`src/hdl/coalescing_interval_set_unit_defines.svh`:
```
// Assertion macros shared by the interval set unit.
`ifndef COALESCING_INTERVAL_SET_UNIT_DEFINES_SVH
`define COALESCING_INTERVAL_SET_UNIT_DEFINES_SVH

// Same-cycle implication.
`define CIS_ASSERT_SAME(name, clk, rst, pre, post, msg) \
   name: assert property (@(posedge clk) disable iff (rst) (pre) |-> (post)) \
      else $error(msg);

// Next-cycle implication.
`define CIS_ASSERT_NEXT(name, clk, rst, pre, post, msg) \
   name: assert property (@(posedge clk) disable iff (rst) (pre) |=> (post)) \
      else $error(msg);

`endif

```
`src/hdl/cis_pkg.sv`:
```
package cis_pkg;

   localparam int MAX_INTERVALS_DEF = 64;
   localparam int CMD_W = 3;
   localparam int GRP_W = 64;
   localparam int OBJ_W = 64;

   localparam logic [CMD_W-1:0] CMD_INSERT = 3'd0;
   localparam logic [CMD_W-1:0] CMD_REMOVE = 3'd1;
   localparam logic [CMD_W-1:0] CMD_QUERY  = 3'd2;
   localparam logic [CMD_W-1:0] CMD_NEXT   = 3'd3;
   localparam logic [CMD_W-1:0] CMD_PREV   = 3'd4;

   typedef struct packed {
      logic [GRP_W-1:0] grp;
      logic [OBJ_W-1:0] obj;
   } loc_type;

   typedef struct packed {
      loc_type lo;
      loc_type hi;
   } entry_type;

   typedef struct packed {
      logic below;
      logic overlap;
   } scan_flag_type;

   typedef struct packed {
      logic      found;
      entry_type res;
      loc_type   lo_first;
      loc_type   hi_last;
   } scan_cap_type;

   function automatic logic loc_lt(loc_type a, loc_type b);
      return {a.grp, a.obj} < {b.grp, b.obj};
   endfunction

   // Object carries into group, so the pair acts as one wide number.
   function automatic loc_type loc_succ(loc_type a);
      logic [GRP_W+OBJ_W-1:0] v;
      v = {a.grp, a.obj} + 1'b1;
      return loc_type'(v);
   endfunction

   function automatic loc_type loc_pred(loc_type a);
      logic [GRP_W+OBJ_W-1:0] v;
      v = {a.grp, a.obj} - 1'b1;
      return loc_type'(v);
   endfunction

   function automatic logic loc_is_min(loc_type a);
      return (a.grp == '0) && (a.obj == '0);
   endfunction

   function automatic logic loc_is_max(loc_type a);
      return (a.grp == '1) && (a.obj == '1);
   endfunction

endpackage

```
`src/hdl/cis_scan.sv`:
```
module cis_scan (
   input  logic                         clock,
   input  logic                         reset,
   input  logic                         clear,
   input  logic                         valid,
   input  logic [cis_pkg::CMD_W-1:0]    cmd,
   input  cis_pkg::loc_type             p,
   input  cis_pkg::loc_type             q,
   input  cis_pkg::entry_type           entry,
   output cis_pkg::scan_flag_type       flag,
   output cis_pkg::scan_cap_type        cap
);
   import cis_pkg::*;

   logic      hi_ge_p;
   logic      lo_le_q;
   logic      ov_seen_ff;
   logic      above_seen_ff;
   logic      found_ff;
   entry_type res_ff;
   loc_type   lo_first_ff;
   loc_type   hi_last_ff;

   // Sorted table: entries entirely below p, then overlaps, then entries above q.
   always_comb begin
      hi_ge_p      = !loc_lt(entry.hi, p);
      lo_le_q      = !loc_lt(q, entry.lo);
      flag.below   = !hi_ge_p;
      flag.overlap = hi_ge_p && lo_le_q;
   end

   always_ff @(posedge clock) begin
      if (reset || clear) begin
         ov_seen_ff    <= 1'b0;
         above_seen_ff <= 1'b0;
         found_ff      <= 1'b0;
      end else if (valid) begin
         if (flag.overlap) begin
            ov_seen_ff <= 1'b1;
            hi_last_ff <= entry.hi;
            if (!ov_seen_ff) begin
               lo_first_ff <= entry.lo;
               if (cmd == CMD_QUERY) begin
                  found_ff <= 1'b1;
                  res_ff   <= entry;
               end
            end
         end
         // Keep the last entry below for prev.
         if (flag.below && cmd == CMD_PREV) begin
            found_ff <= 1'b1;
            res_ff   <= entry;
         end
         if (!lo_le_q && !above_seen_ff) begin
            above_seen_ff <= 1'b1;
            if (cmd == CMD_NEXT) begin
               found_ff <= 1'b1;
               res_ff   <= entry;
            end
         end
      end
   end

   assign cap = '{found: found_ff, res: res_ff, lo_first: lo_first_ff, hi_last: hi_last_ff};

endmodule

```
`config.mk`:
```
export PLATFORM = sky130hd
export DESIGN_NAME = cis_scan
export DESIGN_NICKNAME = d
export VERILOG_FILES = /design/src/hdl/coalescing_interval_set_unit_defines.svh /design/src/hdl/cis_pkg.sv /design/src/hdl/cis_scan.sv
export SDC_FILE = /design/constraint.sdc
export NUM_CORES = 1
export LEC_CHECK = 0
export BUFFER_PORTS_ARGS = -buffer_cell sky130_fd_sc_hd__clkbuf_2
export CAP_MARGIN = 40
export CORE_AREA = 8 8 399 401
export CTS_CLUSTER_DIAMETER = 40
export CTS_CLUSTER_SIZE = 16
export DETAILED_ROUTE_END_ITERATION = 12
export DIE_AREA = 0 0 407 409
export PLACE_DENSITY = 0.36
export SYNTH_ARGS = -nofsm -noshare
export SYNTH_HDL_FRONTEND = slang
export SYNTH_SLANG_ARGS = --single-unit
```
`constraint.sdc`:
```
create_clock -name clock -period 19.44 [get_ports clock]
set_clock_uncertainty 0.15 [all_clocks]
set_input_delay 4.86 -clock clock [delete_from_list [all_inputs] [get_ports clock]]
set_output_delay 4.86 -clock clock [all_outputs]
set_load 0.02 [all_outputs]
```
==> impl_metrics.yaml, run 1 <==
routing:
  wl_um: 124000
  ant_nets: 0
  drc: 0
  wl_per_cell_um: 24.8
  vias: 18910
  viasPerCell: 3.78
  drt_pass1_iterations: 4
  drt_iter0_drc: 883
global_route:
  grt_pass1_vias: 20139
  gr-total-overflow: 0
  grt.total_usage_pct: 14.3
  grt_pass1_wl_um: 165000
  grt_max_degree: 129
  antenna_found_initial: 38
final_layout:
  final-seq-area_mm2: 0.0154
  multi_input_area_mm2: 0.00840
  final_nets: 3628
  syn2layout_area_growth_pct: 46.5
  nFillCells: 16442
  drive_gt1_share_pct: 43.4
sta:
  worst_pin_slew_ns: 1.01
  finalSetupViolCount: 0
  final_max_slew_viol_count: 0
  clock.fmax_mhz: 76.6
  fin_crit_sh_pct: 67.2
  rsz0062_at_grt: "false"
  slew_headroom_pct: 33.0
  finalCriticalPeriod_ns: 13.06
  whs_ns: 0.321
  hold_violations: 0
  setup_tns_ns: 0
placement:
  place_congestion: 0.801
  io_buffer_count: 1033
  dpl.hpwl_um: 104000
setup_path:
  worstPathArrival_ns: 8.05
  worst_setup_path_start_kind: "input pin"
  cpPeakStageDelay_ns: 0.55
  slowest_stage: "or3_1"
  cp_max_fo: 3
  crit_type: "input pin to output pin"
  cp_data_required_time_ns: 14.43
  crit_family: "simple AND/OR/NAND/NOR gates"
  path_common_cell: "clkbuf_2"
  cp_cell_sequence: "clkbuf_2, ha_1, nand4_1, nor4_1, clkdlybuf4s15_2, nand4b_1, or3_1, o211ai_1, o22a_1, clkbuf_2"
  cp_num_buf_inv: 3
  cp-end-kind: "output pin"
power:
  powerDensity_mw_per_mm2: 97.3
  p_int_w: 0.00261
  power.switching_w: 0.000958
  p_seq_share_pct: 35.5
  leakage_nw: 16.1
  p_comb_share_pct: 10.1
  p_sw_share_pct: 26.8
  p_clk_share_pct: 54.3
  ir_drop_mv: 0.0626
logic_synthesis:
  syn_area_mm2: 0.0251
  yosysWarnings: 0
  synth-edff-count: 512
  ys.flop_type: "edfxtp_1"
  synth-seq-cells: 515
  syn_nets: 2493
  synthArstFlopShare_pct: 0
  postSynthCellCount: 1720
  seq_area_frac_synth_pct: 61.6
  synth_cell_type_count: 57
  avgSynthCellArea_um2: 14.6
clocking:
  ctsHoldBuffers: 0
  clk_pin_slew_worst_paths_ns: 0.05
  numCtsBuffers: 111
  clkSinkCount: 515
  cts_setup_buffers: 0
  h-tree-depth: 3
  cts_buffer_depth: 3
  cts-resized-gates: 0
  worstSkewPairLatency_ns: 0.73
  cts_tree: "yes"
  cts_root_buf: "clkbuf_16"
die:
  die_w_um: 407
  ios: 1034
  coreArea_mm2: 0.153
  start_util_pct: 16.4
  die_h_um: 409
  rows: 144
  die_area_mm2: 0.166
job:
  maxCapViolCount: 0
status:
  status: "completed"
min_path:
  hold_path_class: "flip-flop to flip-flop"
## layer usage
metal | share of wire, % | vias to the layer above | track usage (%)
met5 | 0.035 | - | 0
met4 | 2.5 | 6 | 4.36
met3 | 7.6 | 176 | 4.66
met2 | 53 | 669 | 26.8
met1 | 36 | 9245 | 14.9
li1 | - | 8814 | -
## registers in the layout, indices dropped and copies added (netlist names)
name and cells:
cap 512, above_seen_ff 1, ov_seen_ff 1, found_ff 1
## area by class of cell
class                      count  area share (%)
timing repair buffer        1051            14.8
clock inverter                89            2.88
multi-input combinational    910            22.9
tap                         2044            6.96
clock buffer                 118            7.64
sequential                   515            42.0
antenna                       16           0.109
inverter                     266            2.74
## cell usage in the layout, fill, tap and decap left out, drive strengths merged, types with 17 or more instances in the layout
| cell | instances |
|---|---|
| a21o | 25 |
| a21oi | 95 |
| buf | 17 |
| clkbuf | 1151 |
| clkinv | 35 |
| clkinvlp | 20 |
| edfxtp | 512 |
| ha | 254 |
| inv | 289 |
| mux2 | 256 |
| nand2 | 56 |
| nand3 | 31 |
| nand4 | 43 |
| nor2 | 21 |
| o21ai | 30 |
## cell families (layout without fill, tap and decap cells)
logic type	count (synthesis)	in the layout	synth area share [%]
AO/OA/AOI/OAI	207	207	5.27
adder cells (fa/ha/maj)	254	254	12.7
buffers and inverters	295	1524	5.03
flip-flops	515	515	61.6
multiplexers	256	256	11.5
other	0	16	0
AND/OR/NAND/NOR	193	193	3.94
## Yosys cell counts, types with 21 or more instances
library cell / count / share of area [%]
mux2_2: 27 / 1.2
ha_1: 254 / 13
edfxtp_1: 512 / 61
o21ai_0: 29 / 0.58
a21o_1: 25 / 0.75
inv_1: 266 / 4.0
mux2_1: 229 / 10
nand3_1: 31 / 0.62
nand4_1: 43 / 1.1
a21oi_1: 95 / 1.9
nand2_1: 56 / 0.84
nor2_1: 21 / 0.31
## per-stage QoR
step                setup slack [ns]  utilization, %  std cells  instance area, µm²  total power, W
floorplan                       2.94               -       1720               25100         0.00149
global placement                5.77            21.4       4780               32700         0.00166
detailed placement              6.10            21.5       4786               32800         0.00166
CTS                             6.10            24.0       4993               36700         0.00364
global route                    6.08            24.0       5001               36700         0.00371
finish                          6.38            24.0       5009               36700         0.00357
## tightest hold or removal path: stages, from the launching register on
cell	delay, ns
dfxtp_1	0.33
nand2_1	0.05
o21ai_0	0.06
## power by group through the flow
| stage | clock network (W) | registers, W | logic [W] |
|---|---|---|---|
| floorplan | 0 | 0.00132 | 0.000161 |
| global placement | 0 | 0.00129 | 0.000371 |
| detailed placement | 0 | 0.00129 | 0.000374 |
| CTS | 0.00200 | 0.00127 | 0.000375 |
| global route | 0.00204 | 0.00127 | 0.000405 |
| finish | 0.00194 | 0.00127 | 0.000363 |
## final timing paths
kind,start,to,slack (ns),cells after the start
min,found_ff,found_ff,0.32,2
max reg2reg,ov_seen_ff,cap[479],15.78,7
min reg2reg,found_ff,found_ff,0.32,2
max,entry[119],flag[0],6.38,10
No activity file was read; power rests on OpenSTA's default activity.
==> run 2: changes to the inputs <==
- clock period: 19.44 -> 10.8 ns (I/O delays scaled with it)
==> run 2 against run 1 <==
Final cell count about the same. Sequential power increased by 80%. Power increased by 82%. Global-route usage decreased by 0.19 points. Clock-buffer cell count increased by 10. Final area increased by 0.32%. Setup slack got worse by 4.7 ns. Combinational power increased by 82%. Register-to-register slack got worse by 7.6 ns. Worst hold slack improved by 0.021 ns. Critical path type unchanged. Highest routed layer unchanged.
==> impl_metrics.yaml, run 2 (synthesis results as in run 1) <==
sta:
  slew_headroom_pct: 9.43
  final_max_slew_viol_count: 0
  worst_pin_slew_ns: 1.36
  finalCriticalPeriod_ns: 9.14
  hold_violations: 0
  fin_crit_sh_pct: 84.6
  finalSetupViolCount: 0
  rsz0062_at_grt: "false"
  setup_tns_ns: 0
  whs_ns: 0.342
  clock.fmax_mhz: 109
final_layout:
  final_nets: 3632
  layout_common_cells: "1033 x clkbuf_2, 512 x edfxtp_1, 265 x inv_1"
  drive_gt1_share_pct: 43.1
  syn2layout_area_growth_pct: 47.0
  final_common_cell: "clkbuf_2"
  largest_reg_flops: 512
placement:
  dpl.hpwl_um: 101000
  io_buffer_count: 1033
  place_congestion: 0.811
power:
  power.switching_w: 0.00170
  leakage_nw: 16.2
  p_int_w: 0.00481
  p_seq_share_pct: 35.1
  p_sw_share_pct: 26.1
  p_comb_share_pct: 10.1
  p_clk_share_pct: 54.8
  ir_drop_mv: 0.135
  powerDensity_mw_per_mm2: 177
die:
  rows: 144
  die_area_mm2: 0.166
  die_w_um: 407
  start_util_pct: 16.4
  die_h_um: 409
  ios: 1034
  coreArea_mm2: 0.153
clocking:
  h-tree-depth: 3
  cts_root_buf: "clkbuf_16"
  cts-resized-gates: 0
  cts_setup_buffers: 0
  ctsHoldBuffers: 0
  clkSinkCount: 515
  numCtsBuffers: 114
  cts_tree: "yes"
  clk_pin_slew_worst_paths_ns: 0.04
  cts_buffer_depth: 3
  worstSkewPairLatency_ns: 0.70
global_route:
  grt.total_usage_pct: 14.1
  grt_use_met3_pct: 5.27
  grt_pass1_wl_um: 164000
  grt_pass1_vias: 20080
  grt_max_degree: 129
  gr-total-overflow: 0
  grt_use_met2_pct: 25.5
  grt-busiest-layer: "met2"
  antenna_found_initial: 52
  grt_use_met1_pct: 15.0
routing:
  viasPerCell: 3.78
  drc: 0
  wl_per_cell_um: 24.4
  vias: 18941
  ant_nets: 0
  wl_um: 122000
  drt_iter0_drc: 881
  drt_pass1_iterations: 4
setup_path:
  cpPeakStageDelay_ns: 0.91
  cp_data_required_time_ns: 7.95
  cp_num_buf_inv: 2
  cp_max_fo: 3
  path_common_cell: "clkbuf_2"
  crit_family: "compound AO/OA/AOI/OAI gates"
  crit_cells: 9
  slowest_stage: "a211oi_1"
  cp-end-kind: "output pin"
  worstPathArrival_ns: 6.29
  cp_cell_sequence: "clkbuf_2, ha_1, nand4_1, a211oi_1, o41ai_1, a31o_1, a2111oi_2, o22a_1, clkbuf_2"
  ff2ff_path_depth: 4
  worst_setup_path_start_kind: "input pin"
  crit_type: "input pin to output pin"
status:
  status: "completed"
job:
  maxCapViolCount: 0
min_path:
  hold_path_class: "flip-flop to flip-flop"
  holdPathStages: 2
## run 2: cell types whose count changed in the layout (fill, tap and decap cells not counted), moves of 3 or more
cell        delta
inv_6         -13
clkbuf_16      +3
bufinv_16      +3
diode_2        -6
clkinv_4       -3
clkbuf_1       +7
clkinv_1       +6
clkinvlp_4     +4
## run 2: layer usage
layer / routed length (µm) / up-vias / share of wire [%]
met5: 78 / - / 0.064
met4: 3460 / 12 / 2.8
met3: 11100 / 210 / 9.1
met2: 63100 / 769 / 51
met1: 44800 / 9128 / 37
li1: - / 8822 / -
## run 2: metrics by stage
stage	total power, W	util [%]	setup WS [ns]	instance area, µm²	instances
after floorplan	0.00267	-	0.398	25100	1720
after global placement	0.00299	21.4	1.71	32700	4781
after detailed placement	0.00300	21.5	1.73	32800	4787
after CTS	0.00664	24.1	1.73	36800	5002
after global routing	0.00678	24.1	1.64	36800	5011
final	0.00652	24.1	1.66	36800	5012
## run 2: worst paths after layout
path,start,to,slack (ns)
min reg2reg,found_ff,found_ff,0.34
max,entry[14],flag[0],1.66
min,found_ff,found_ff,0.34
max reg2reg,ov_seen_ff,cap[447],8.15
## run 2: power by group through the flow
| stage | registers [W] | clock network (W) | logic [W] |
|---|---|---|---|
| final | 0.00229 | 0.00357 | 0.000659 |
| after global routing | 0.00229 | 0.00375 | 0.000735 |
| after CTS | 0.00229 | 0.00368 | 0.000680 |
| after detailed placement | 0.00232 | 0 | 0.000676 |
| after global placement | 0.00232 | 0 | 0.000672 |
| after floorplan | 0.00238 | 0 | 0.000290 |
## run 2: area by class of cell
class | instances | area, µm²
Sequential cell | 515 | 15400
Multi-Input combinational cell | 910 | 8400
Clock inverter | 87 | 1060
Antenna cell | 10 | 25.0
Timing Repair Buffer | 1052 | 5440
Inverter | 266 | 1010
Clock buffer | 128 | 2910
Tap cell | 2044 | 2560
Fill cell | 16409 | 116000
## run 2: worst register-to-register path: cells and delay by family (launching register included)
kind | cells | cell delay, ns
multiplexers | 1 | 0.82
AND/OR/NAND/NOR | 1 | 0.62
flip-flops | 1 | 0.34
buffers and inverters | 1 | 0.26
AO/OA/AOI/OAI | 1 | 0.21
